File: config.mk
export PLATFORM = sky130hd
export DESIGN_NAME = connection_string_parser_top
export DESIGN_NICKNAME = d
export VERILOG_FILES = /design/src/rtl/core/csp_pkg.sv /design/src/rtl/core/connection_string_parser_top.sv /design/src/rtl/core/csp_step.sv
export VERILOG_INCLUDE_DIRS = /design/src /design/src/rtl/core
export SDC_FILE = /design/constraint.sdc
export NUM_CORES = 1
export LEC_CHECK = 0
export BUFFER_PORTS_ARGS = -buffer_cell sky130_fd_sc_hd__buf_2
export CAP_MARGIN = 20
export CORE_MARGIN = 2
export CORE_UTILIZATION = 40
export CTS_CLUSTER_DIAMETER = 150
export CTS_CLUSTER_SIZE = 25
export DETAILED_ROUTE_END_ITERATION = 16
export PLACE_DENSITY = 0.56
export SYNTH_ARGS = -nofsm -noshare
export SYNTH_HDL_FRONTEND = slang
export SYNTH_SLANG_ARGS = --single-unit
File: constraint.sdc
create_clock -name clk -period 5.1 [get_ports clk]
set_input_delay 1.02 -clock clk [delete_from_list [all_inputs] [get_ports clk]]
set_output_delay 1.02 -clock clk [all_outputs]
set_load 0.01 [all_outputs]
File: src/rtl/core/connection_string_parser_top_defines.svh
// Assertion helpers for the parser RTL.
`ifndef CONNECTION_STRING_PARSER_TOP_DEFINES_SVH
`define CONNECTION_STRING_PARSER_TOP_DEFINES_SVH

// Same-cycle implication, sampled on clk, off during reset.
`define CSP_ASSERT_IMPL(label, ante, cons, msg) \
  label: assert property (@(posedge clk) disable iff (rst) (ante) |-> (cons)) \
    else $error(msg);

// Next-cycle implication, sampled on clk, off during reset.
`define CSP_ASSERT_NEXT(label, ante, cons, msg) \
  label: assert property (@(posedge clk) disable iff (rst) (ante) |=> (cons)) \
    else $error(msg);

`endif

File: src/rtl/core/csp_pkg.sv
package csp_pkg;

  localparam int KEY_MAX     = 12;
  localparam int KEY_LEN_W   = $clog2(KEY_MAX + 2);
  localparam int KEY_IDX_W   = $clog2(KEY_MAX);
  localparam int KW_TEXT_LEN = 11;
  localparam int NUM_FIELDS  = 6;

  localparam logic [15:0] DEFAULT_PORT_RST = 16'd3306;

  localparam logic [7:0] CH_EQ     = 8'h3D;
  localparam logic [7:0] CH_SEMI   = 8'h3B;
  localparam logic [7:0] CH_BSLASH = 8'h5C;
  localparam logic [7:0] CH_SQUOTE = 8'h27;
  localparam logic [7:0] CH_DQUOTE = 8'h22;
  localparam logic [7:0] CH_SPACE  = 8'h20;
  localparam logic [7:0] CH_TAB    = 8'h09;
  localparam logic [7:0] CH_CR     = 8'h0D;
  localparam logic [7:0] CH_ZERO   = 8'h30;
  localparam logic [7:0] CH_NINE   = 8'h39;

  localparam logic [1:0] EV_CHAR = 2'd0;
  localparam logic [1:0] EV_DONE = 2'd1;
  localparam logic [1:0] EV_ERR  = 2'd2;

  localparam logic [2:0] ERR_UNKNOWN_KEY = 3'd0;
  localparam logic [2:0] ERR_ALREADY_SET = 3'd1;
  localparam logic [2:0] ERR_BAD_PORT    = 3'd2;
  localparam logic [2:0] ERR_BAD_FLAG    = 3'd3;
  localparam logic [2:0] ERR_INCOMPLETE  = 3'd4;

  localparam logic [2:0] FLD_APP    = 3'd0;
  localparam logic [2:0] FLD_HOST   = 3'd1;
  localparam logic [2:0] FLD_USER   = 3'd2;
  localparam logic [2:0] FLD_PASSWD = 3'd3;
  localparam logic [2:0] FLD_DB     = 3'd4;
  localparam logic [2:0] FLD_SOCKET = 3'd5;

  // Key text of the socket path field
  localparam logic [KW_TEXT_LEN*8-1:0] KW_SOCKET_TEXT = {"unix_", "socket"};

  // Key lookup targets: fields use their field id.
  localparam logic [3:0] TGT_PORT = 4'd6;
  localparam logic [3:0] TGT_FLAG = 4'd7;
  localparam logic [3:0] TGT_NONE = 4'd8;

  typedef enum logic [7:0] {
    M_KEY      = 8'b0000_0001,
    M_VAL      = 8'b0000_0010,
    M_VAL_ESC  = 8'b0000_0100,
    M_QVAL     = 8'b0000_1000,
    M_QVAL_ESC = 8'b0001_0000,
    M_PORT     = 8'b0010_0000,
    M_FLAG     = 8'b0100_0000,
    M_ERR      = 8'b1000_0000
  } mode_t;

  typedef logic [KEY_MAX-1:0][7:0] key_buf_t;

  typedef struct packed {
    mode_t                  mode;
    logic [KEY_LEN_W-1:0]   key_len;
    logic [2:0]             field;
    logic [NUM_FIELDS-1:0]  mask;
    logic                   quote_dq;
    logic [15:0]            port;
    logic [31:0]            flags;
  } state_t;

  typedef struct packed {
    logic [1:0]             ev;
    logic [2:0]             field_id;
    logic [7:0]             value;
    logic [15:0]            port;
    logic [31:0]            flags;
    logic [NUM_FIELDS-1:0]  set_mask;
    logic [2:0]             err;
  } result_t;

  typedef struct packed {
    logic                   we;
    logic [KEY_IDX_W-1:0]   idx;
    logic [7:0]             data;
  } key_wr_t;

  function automatic state_t restart_state(input logic [15:0] dport);
    state_t s;
    s          = '0;
    s.mode     = M_KEY;
    s.port     = dport;
    return s;
  endfunction

  // Text holds the keyword with its first character in the highest used byte.
  function automatic logic kw_match(input key_buf_t kbuf,
                                    input logic [KEY_LEN_W-1:0] len,
                                    input logic [KW_TEXT_LEN*8-1:0] text,
                                    input int n);
    logic m;
    m = (len == KEY_LEN_W'(n));
    for (int i = 0; i < KW_TEXT_LEN; i++) begin
      if (i < n && kbuf[i] != text[8*(n-1-i) +: 8]) begin
        m = 1'b0;
      end
    end
    return m;
  endfunction

  function automatic logic [3:0] key_lookup(input key_buf_t kbuf,
                                            input logic [KEY_LEN_W-1:0] len);
    logic [3:0] t;
    t = TGT_NONE;
    if (kw_match(kbuf, len, 88'("port"), 4))        t = TGT_PORT;
    if (kw_match(kbuf, len, 88'("flags"), 5))       t = TGT_FLAG;
    if (kw_match(kbuf, len, 88'("app"), 3))         t = {1'b0, FLD_APP};
    if (kw_match(kbuf, len, 88'("host"), 4))        t = {1'b0, FLD_HOST};
    if (kw_match(kbuf, len, 88'("user"), 4))        t = {1'b0, FLD_USER};
    if (kw_match(kbuf, len, 88'("passwd"), 6))      t = {1'b0, FLD_PASSWD};
    if (kw_match(kbuf, len, 88'("password"), 8))    t = {1'b0, FLD_PASSWD};
    if (kw_match(kbuf, len, 88'("db"), 2))          t = {1'b0, FLD_DB};
    if (kw_match(kbuf, len, 88'("dbname"), 6))      t = {1'b0, FLD_DB};
    if (kw_match(kbuf, len, 88'("database"), 8))    t = {1'b0, FLD_DB};
    if (kw_match(kbuf, len, KW_SOCKET_TEXT, 11))    t = {1'b0, FLD_SOCKET};
    return t;
  endfunction

endpackage

File: src/rtl/core/connection_string_parser_top.sv
// An accepted input word is held in the input register; any result word it yields is
//   held in the result register. Throughput: one input word per cycle while results
//   drain; the registers decouple the sides; parser state updates once per word.
// Reset (rst, synchronous, active high): parser to key mode, both stages empty,
//   default port back to 3306; the key buffer is not cleared.
`include "connection_string_parser_top_defines.svh"

module connection_string_parser_top (
  input  logic        clk,
  input  logic        rst,
  input  logic        cfg_wr_en,
  input  logic [15:0] cfg_wr_data,
  input  logic        in_valid,
  output logic        in_ready,
  input  logic        kind,
  input  logic [7:0]  char_byte,
  output logic        out_valid,
  input  logic        out_ready,
  output logic [1:0]  event_res,
  output logic [2:0]  field_id,
  output logic [7:0]  value_byte,
  output logic [15:0] port_number,
  output logic [31:0] client_flags,
  output logic [5:0]  set_fields,
  output logic [2:0]  error_code
);
  import csp_pkg::*;

  logic        in_full;
  logic        in_kind;
  logic [7:0]  in_char;
  logic [15:0] default_port;
  state_t      st;
  state_t      st_next;
  key_buf_t    kbuf;
  key_wr_t     kwr;
  logic        res_valid;
  result_t     res;
  result_t     out_res;
  logic        advance;

  // Step the parser when a word is held and the result slot is free or draining.
  assign advance  = in_full && (!out_valid || out_ready);
  assign in_ready = !in_full || advance;

  csp_step u_step (
    .st           (st),
    .kbuf         (kbuf),
    .default_port (default_port),
    .kind         (in_kind),
    .ch           (in_char),
    .st_next      (st_next),
    .kwr          (kwr),
    .res_valid    (res_valid),
    .res          (res)
  );

  always_ff @(posedge clk) begin
    if (rst) begin
      in_full <= 1'b0;
    end else if (in_ready) begin
      in_full <= in_valid;
    end
  end

  always_ff @(posedge clk) begin
    if (in_ready && in_valid) begin
      in_kind <= kind;
      in_char <= char_byte;
    end
  end

  always_ff @(posedge clk) begin
    if (rst) begin
      default_port <= DEFAULT_PORT_RST;
      st           <= restart_state(DEFAULT_PORT_RST);
    end else begin
      if (advance) begin
        st <= st_next;
      end
      // a register write reloads the running port
      if (cfg_wr_en) begin
        default_port <= cfg_wr_data;
        st.port      <= cfg_wr_data;
      end
    end
  end

  always_ff @(posedge clk) begin
    if (advance && kwr.we) begin
      kbuf[kwr.idx] <= kwr.data;
    end
  end

  always_ff @(posedge clk) begin
    if (rst) begin
      out_valid <= 1'b0;
    end else if (advance) begin
      out_valid <= res_valid;
    end else if (out_ready) begin
      out_valid <= 1'b0;
    end
  end

  always_ff @(posedge clk) begin
    if (advance && res_valid) begin
      out_res <= res;
    end
  end

  assign event_res    = out_res.ev;
  assign field_id     = out_res.field_id;
  assign value_byte   = out_res.value;
  assign port_number  = out_res.port;
  assign client_flags = out_res.flags;
  assign set_fields   = out_res.set_mask;
  assign error_code   = out_res.err;

  `CSP_ASSERT_IMPL(a_mode_onehot, 1'b1, $onehot(st.mode), "parser mode not one-hot")
  `CSP_ASSERT_IMPL(a_key_len_range, 1'b1, st.key_len <= KEY_LEN_W'(KEY_MAX + 1),
    "key length past limit")
  `CSP_ASSERT_NEXT(a_err_enters_err_mode, advance && res_valid && !in_kind && res.ev == EV_ERR,
    st.mode == M_ERR, "error word without error mode")
  `CSP_ASSERT_NEXT(a_end_restarts, advance && in_kind && !cfg_wr_en,
    st.mode == M_KEY && st.mask == '0 && st.key_len == '0, "end word did not restart")

endmodule

File: src/rtl/core/csp_step.sv
module csp_step (
  input  csp_pkg::state_t   st,
  input  csp_pkg::key_buf_t kbuf,
  input  logic [15:0]       default_port,
  input  logic              kind,
  input  logic [7:0]        ch,
  output csp_pkg::state_t   st_next,
  output csp_pkg::key_wr_t  kwr,
  output logic              res_valid,
  output csp_pkg::result_t  res
);
  import csp_pkg::*;

  logic        is_ws;
  logic        is_digit;
  logic [3:0]  digit;
  logic [3:0]  tgt;
  logic [19:0] port_mul;
  logic [15:0] port_sat;
  logic [31:0] flags_mul;

  assign is_ws    = (ch == CH_SPACE) || (ch >= CH_TAB && ch <= CH_CR);
  assign is_digit = (ch >= CH_ZERO) && (ch <= CH_NINE);
  assign digit    = ch[3:0];
  assign tgt      = key_lookup(kbuf, st.key_len);

  // port * 10 + digit, saturated to 16 bits
  assign port_mul  = {1'b0, st.port, 3'b000} + {3'b000, st.port, 1'b0} + {16'd0, digit};
  assign port_sat  = (port_mul[19:16] != 4'd0) ? 16'hFFFF : port_mul[15:0];
  // flags * 10 + digit, wraps
  assign flags_mul = {st.flags[28:0], 3'b000} + {st.flags[30:0], 1'b0} + {28'd0, digit};

  always_comb begin
    st_next   = st;
    kwr.we    = 1'b0;
    kwr.idx   = st.key_len[KEY_IDX_W-1:0];
    kwr.data  = ch;
    res_valid = 1'b0;
    res       = '0;

    if (kind) begin
      if (st.mode != M_ERR) begin
        res_valid = 1'b1;
        if (st.mode == M_KEY && st.key_len != '0) begin
          res.ev  = EV_ERR;
          res.err = ERR_INCOMPLETE;
        end else begin
          res.ev       = EV_DONE;
          res.port     = st.port;
          res.flags    = st.flags;
          res.set_mask = st.mask;
        end
      end
      st_next = restart_state(default_port);
    end else begin
      unique case (st.mode)
        M_KEY: begin
          if (ch == CH_EQ) begin
            st_next.key_len = '0;
            if (tgt == TGT_PORT) begin
              st_next.port = '0;
              st_next.mode = M_PORT;
            end else if (tgt == TGT_FLAG) begin
              st_next.mode = M_FLAG;
            end else if (tgt == TGT_NONE) begin
              st_next.mode = M_ERR;
              res_valid    = 1'b1;
              res.ev       = EV_ERR;
              res.err      = ERR_UNKNOWN_KEY;
            end else if (st.mask[tgt[2:0]]) begin
              st_next.mode = M_ERR;
              res_valid    = 1'b1;
              res.ev       = EV_ERR;
              res.err      = ERR_ALREADY_SET;
            end else begin
              st_next.field = tgt[2:0];
              st_next.mode  = M_VAL;
            end
          end else if (!(st.key_len == '0 && is_ws)) begin
            if (st.key_len < KEY_LEN_W'(KEY_MAX)) begin
              kwr.we = 1'b1;
            end
            // stop counting one past the limit so the key reads as unknown
            if (st.key_len <= KEY_LEN_W'(KEY_MAX)) begin
              st_next.key_len = st.key_len + 1'b1;
            end
          end
        end
        M_VAL: begin
          if (ch == CH_SEMI || is_ws) begin
            st_next.mode = M_KEY;
          end else if (ch == CH_BSLASH) begin
            st_next.mode = M_VAL_ESC;
          end else if (!st.mask[st.field] && (ch == CH_SQUOTE || ch == CH_DQUOTE)) begin
            st_next.quote_dq = (ch == CH_DQUOTE);
            st_next.mode     = M_QVAL;
          end else begin
            st_next.mask[st.field] = 1'b1;
            res_valid    = 1'b1;
            res.ev       = EV_CHAR;
            res.field_id = st.field;
            res.value    = ch;
          end
        end
        M_VAL_ESC, M_QVAL_ESC: begin
          st_next.mode = (st.mode == M_VAL_ESC) ? M_VAL : M_QVAL;
          st_next.mask[st.field] = 1'b1;
          res_valid    = 1'b1;
          res.ev       = EV_CHAR;
          res.field_id = st.field;
          res.value    = ch;
        end
        M_QVAL: begin
          if (ch == (st.quote_dq ? CH_DQUOTE : CH_SQUOTE)) begin
            st_next.mode = M_KEY;
          end else if (ch == CH_BSLASH) begin
            st_next.mode = M_QVAL_ESC;
          end else begin
            st_next.mask[st.field] = 1'b1;
            res_valid    = 1'b1;
            res.ev       = EV_CHAR;
            res.field_id = st.field;
            res.value    = ch;
          end
        end
        M_PORT: begin
          if (ch == CH_SEMI || is_ws) begin
            st_next.mode = M_KEY;
          end else if (is_digit) begin
            st_next.port = port_sat;
          end else begin
            st_next.mode = M_ERR;
            res_valid    = 1'b1;
            res.ev       = EV_ERR;
            res.err      = ERR_BAD_PORT;
          end
        end
        M_FLAG: begin
          if (ch == CH_SEMI || is_ws) begin
            st_next.mode = M_KEY;
          end else if (is_digit) begin
            st_next.flags = flags_mul;
          end else begin
            st_next.mode = M_ERR;
            res_valid    = 1'b1;
            res.ev       = EV_ERR;
            res.err      = ERR_BAD_FLAG;
          end
        end
        M_ERR: begin
          // drop everything until the end word
        end
        default: begin
          st_next.mode = M_ERR;
        end
      endcase
    end
  end

endmodule
# Word level (Yosys, flattened, before mapping)
# Index checks and enable logic that the tools add are counted.
[word_totals]
reg_bits = 263
output_inout_bits = 72
wordCells = 363
[op_classes]
n_addsub = 5
n_lt_le_gt_ge = 11
eq_ne = 93
mux = 177
bitwise = 3
reduce_logical = 43
[ops]
columns = ["operator", "n"]
rows = [
  ["$ne 8x7->1 const B", 46],
  ["$mux 8", 13],
  ["$bwmux 96", 1],
  ["$mux 16", 6],
  ["$mux 32", 3],
  ["$mux 1", 88],
  ["$mux 70", 1],
  ["$mux 4", 15],
  ["$eq 8x6->1 const B", 6],
  ["$mux 48", 1],
  ["$pmux 8 s6", 1],
  ["$mux 3", 15],
  ["$mux 11", 3],
  ["$pmux 11 s3", 1],
  ["$add 32x32->32", 1],
  ["$add 32x4->32", 1],
  ["$demux 8 s4", 1],
  ["$pmux 16 s2", 1],
  ["$mux 13", 2],
  ["$mux 2", 12],
  ["$mux 7", 3],
  ["$add 19x17->20", 1],
  ["$add 20x4->20", 1],
  ["$eq 4x3->1 const B", 5],
  ["other kinds (51)", 104],
]

# Longest topological paths before layout
[depth]
ltp_word = 27
mapped_depth = 14
depth_no_buf = 14

# By module
# From an unflattened synthesis, not the netlist that was laid out.
[hier_totals]
hier_cells = 1522
area_unflattened_um2 = 15189.6
[modules_own_cells]
columns = ["mod", "n_inst", "cells_each", "area_per_inst_um2", "seq_area_each_um2"]
rows = [
  ["connection_string_parser_top", 1, 609, 8874.8, 7016.7],
  ["csp_step", 1, 913, 6314.8, 0.0],
]

# Worst setup path before layout
# Ideal clock, no wire load.
[synth_path]
path_kind = "input -> register"
from = "input out_ready"
to = "register out_res (netlist bit client_flags[0]) (enable)"
setup_ps = 517
t_arrival_ps = 4672
required_time_ps = 4583
setup_slack_ps = -88
cell_stages = 3
n_path_buf = 0
path_cell_list = "nand2b_1 -> nand2_1 -> o2bb2ai_1"
[synth_via]
elab_chain_cells = 3
[synth_rtl]
columns = ["element", "line_no", "rtl"]
rows = [
  ["from (decl)", "connection_string_parser_top.sv:18", "input logic out_ready,"],
  ["$logic_or 1x1->1", "connection_string_parser_top.sv:43", "assign advance = in_full && (!out_valid || out_ready);"],
  ["$logic_and 1x1->1", "connection_string_parser_top.sv:43", ""],
  ["$logic_and 1x1->1", "connection_string_parser_top.sv:106", "if (advance && res_valid) begin"],
  ["to (signal assigned)", "connection_string_parser_top.sv:107", "out_res <= res;"],
  ["to (decl)", "connection_string_parser_top.sv:39", "result_t out_res;"],
]
# Every way passes these cells.
# A chain may end at the register's enable or synchronous reset.

# Final worst setup path
[layout_path]
from = "register in_char[3]"
to = "register st[45] (netlist name)"
[layout_via]
elab_chain_cells = 9
word_cells_on_any_way = 24
classes_between = "add/sub (1); order compare (4); eq/ne (6); mux (7); reduce/logical (6)"
[layout_rtl]
columns = ["element", "line_no", "rtl"]
rows = [
  ["from (decl)", "connection_string_parser_top.sv:31", "logic [7:0] in_char;"],
  ["from (signal assigned)", "connection_string_parser_top.sv:69", "in_char <= char_byte;"],
  ["$add 20x4->20", "csp_step.sv:28", "assign port_mul = {1'b0, st.port, 3'b000} + {3'b000, st.port, 1'b0} + {16'd0, digit};"],
  ["$reduce_bool 4->1", "csp_step.sv:29", "assign port_sat = (port_mul[19:16] != 4'd0) ? 16'hFFFF : port_mul[15:0];"],
  ["$mux 16", "csp_step.sv:29", ""],
  ["$mux 16", "csp_step.sv:129", "end else if (is_digit) begin"],
  ["$mux 16", "csp_step.sv:127", "if (ch == CH_SEMI || is_ws) begin"],
  ["$pmux 16 s2", "csp_step.sv:56", "unique case (st.mode)"],
  ["$mux 70", "csp_step.sv:41", "if (kind) begin"],
  ["$mux 48", "connection_string_parser_top.sv:78", "if (advance) begin"],
  ["$mux 16", "connection_string_parser_top.sv:82", "if (cfg_wr_en) begin"],
]
# Parallel ways exist; a longest one is shown, timed or not. The select of a mux whose other input is x is not followed.

==> flow_summary_export.csv <==
group,metric,value,unit
global_route,grt_pass1_wl,57.38,mm
sta,slew_headroom,34.50,%
global_route,antenna_found_initial,0,
global_route,grt-ovfl-total,0,
min_path,hold_class,"flip-flop to flip-flop",
clocking,root_buffer,"clkbuf_16",
critical_path,r2r_slack,0.98,ns
layout,fin_area,15170,µm²
critical_path,crit_type,"flip-flop to flip-flop",
global_route,grt_use_total,20.15,%
min_path,worstHoldStart,"st[31]$_SDFFE_PP0P_",
detailed_routing,vias,10370,
placement,placed_cell_area,14740,µm²
critical_path,worst_ep_required_time,5.50,ns
layout,area_delta_synth_final,11.28,%
global_route,grtUsageMet3,2.459,%
layout,final_util,45.23,%
sta,fin_hold_ws,0.4544,ns
synthesis,synth_area_leaders,"edfxtp_1, dfxtp_1, ha_1, and2_1, nor2_1",
detailed_routing,first_iter_violations,832,
synthesis,synthesis.area,13630,µm²
detailed_routing,viasPerCell,5.672,
sta,finalHoldViolCount,0,
critical_path,r2r_start,"in_char[3]$_DFFE_PP_",
detailed_routing,drt-total-wl,36.10,mm
critical_path,r2r_end,"st[45]$_SDFFE_PP0P_",
critical_path,cp_max_fo,16,
outcome,status,"completed",
floorplan,die_area,35560,µm²
sta,tightest_slew,0.9759,ns
detailed_routing,drc,0,
floorplan,rows,67,
layout,fill_cells,3222,
global_route,grtUsageMet1,29.56,%
synthesis,ys.flop_type,"edfxtp_1",
floorplan,fp.dieH,188.6,µm
flow_run,max-cap-violations,0,
min_path,min_to,"st[31]$_SDFFE_PP0P_",
clocking,h-tree-depth,1,
clocking,cts_buffers,14,
layout,layout_common_cells,"edfxtp_1, nor2_1, buf_2",
synthesis,synth_enable_flop_cells,167,
sta,rsz0062_at_grt,"false",
synthesis,ys_seq_area_share,49.72,%
critical_path,arrival,4.52,ns
synthesis,syn-instance-count,1275,
layout,drive_above_1_share,11.52,%
global_route,grt_max_degree,47,
clocking,cts_tree,"built",
detailed_routing,drtPass1Iterations,7,
power_and_ir_drop,leakagePower,0.006005,µW
floorplan,core-area,33530,µm²
detailed_routing,wl_per_cell,19.75,µm
sta,drv_slew,0,
sta,fin_skew,0.03126,ns
clocking,postCtsHoldBufs,0,
placement,place_congestion,0.8892,
sta,fmax,242.6,MHz
layout,final_nets,1499,
clocking,clock_latency,0.51,ns
synthesis,syn_avg_cell_area,10.69,µm²
synthesis,synth_top_area_share,36.80,%
synthesis,yosysWarnings,0,
global_route,grt_pass1_vias,10040,
placement,dp_hpwl,26.24,mm
min_path,holdPathStages,2,
synthesis,ys_ff_latch,255,
synthesis,yosys.area.top_type,"edfxtp_1",
clocking,cts_resized,0,
power_and_ir_drop,p_per_area,257.7,nW/µm²
layout,antennaDiodeCount,0,
sta,setup_viol,0,
synthesis,syn_nets,1402,
synthesis,synth_cell_types,85,
clocking,clkTransAtPathRegs,0.10,ns
critical_path,reg2reg_depth,12,
detailed_routing,ant_nets,0,
global_route,busiest_layer,"met2",
sta,fin_crit,4.122,ns
power_and_ir_drop,ir_drop,0.2209,mV
floorplan,initial_core_util,40.64,%
layout,fin_cells,1828,
clocking,cts_buffer_depth,3,
sta,finalCritPeriodShare,80.82,%
floorplan,ios,102,
critical_path,worst_setup_path_end_kind,"flip-flop",
clocking,cts_setup_buffers,0,
critical_path,cp-start-kind,"flip-flop",
layout,final_common_cell,"edfxtp_1",
synthesis,synthArstFlopShare,0,%
clocking,numClockSinks,255,
placement,dp_cells,1804,
placement,io_buffers,101,
global_route,gr-usage-met2,32.15,%
sta,setup-tns-final,0,ns
floorplan,die-width,188.6,µm
## how the worst max path moves through the flow
| stage | startpoint | endpoint | slack, ns |
|---|---|---|---|
| 5_1_grt | in_char[3]$_DFFE_PP_ | st[43]$_SDFFE_PP1P_ | 0.65 |
| 2_1_floorplan | kbuf[8]$_DFFE_PP_ | client_flags[0]$_SDFFCE_PP0P_ | 1.00 |
| 4_1_cts | in_char[3]$_DFFE_PP_ | st[45]$_SDFFE_PP0P_ | 0.96 |
| 3_3_place_gp | kbuf[9]$_DFFE_PP_ | client_flags[4]$_SDFFCE_PP0P_ | 0.92 |
| 6_report | in_char[3]$_DFFE_PP_ | st[45]$_SDFFE_PP0P_ | 0.98 |
| 3_5_place_dp | in_char[3]$_DFFE_PP_ | st[45]$_SDFFE_PP0P_ | 1.01 |
## metal layers
metal	part of all wire (%)	wire (µm)
met1	48	17220
met3	5.7	2073
met4	1.8	632
met2	45	16170
met5	0	0
## power by group
| part | total (µW) | internal [µW] | switching, µW |
|---|---|---|---|
| logic | 388 | 146 | 242 |
| registers | 2270 | 2230 | 36.2 |
| clock network | 1250 | 564 | 690 |
| total | 3910 | 2940 | 969 |
## cells in the mapped netlist (all sizes together) (15+ instances only)
| cell | count |
|---|---|
| nand2b | 22 |
| a21o | 20 |
| nor2 | 108 |
| edfxtp | 167 |
| nor4 | 21 |
| o21ai | 69 |
| ha | 93 |
| nand3 | 21 |
| a22oi | 27 |
| nand4 | 26 |
| xnor2 | 20 |
| clkbuf | 32 |
| nor2b | 18 |
| and2 | 80 |
| inv | 29 |
| mux2i | 15 |
| nor3 | 35 |
| a21oi | 61 |
| nand2 | 74 |
| dfxtp | 88 |
| xor2 | 19 |
## per-stage QoR
stage	setup slack, ns	power [µW]
global placement	0.9236	2700
CTS	0.9625	3962
finish	0.9780	3909
floorplan	1.000	2569
detailed placement	1.009	2703
global route	0.6498	4069
## sequential cells by signal, summed over array words and instances (netlist names)
register      cells
kbuf             88
st               70
client_flags     32
default_port     16
port_number      16
in_char           8
value_byte        8
set_fields        6
error_code        3
field_id          3
event_res         2
in_full           1
in_kind           1
out_valid         1
## worst max-delay path, stage by stage (launching register included)
cell,delay [ns]
edfxtp_1,0.45
fa_1,0.55
fa_1,0.48
a21oi_1,0.23
o211ai_1,0.17
a41oi_1,0.34
nor2_1,0.11
a311oi_1,0.31
mux2_2,0.37
a211o_1,0.47
o21ai_0,0.24
a21oi_1,0.09
a31o_2,0.21
## logic make-up (layout without fill, tap and decap cells)
logic type / after synthesis / count (layout) / share of synthesized area, %
simple gates: 516 / 516 / 21.62
xor+xnor: 39 / 39 / 2.506
flops: 255 / 255 / 49.72
fa+ha+maj: 97 / 97 / 9.126
buf+inv: 69 / 174 / 1.965
mux: 18 / 18 / 1.432
compound gates: 281 / 281 / 13.62
## cell type report
cell class / instances / area, µm² / area share, %
Inverter: 29 / 108.9 / 0.7178
Tap cell: 448 / 560.5 / 3.696
Clock inverter: 1 / 20.02 / 0.1320
Timing Repair Buffer: 121 / 680.7 / 4.488
Multi-Input combinational cell: 951 / 6614 / 43.61
Clock buffer: 23 / 405.4 / 2.673
Sequential cell: 255 / 6777 / 44.68
No activity file was read; power rests on OpenSTA's default activity.
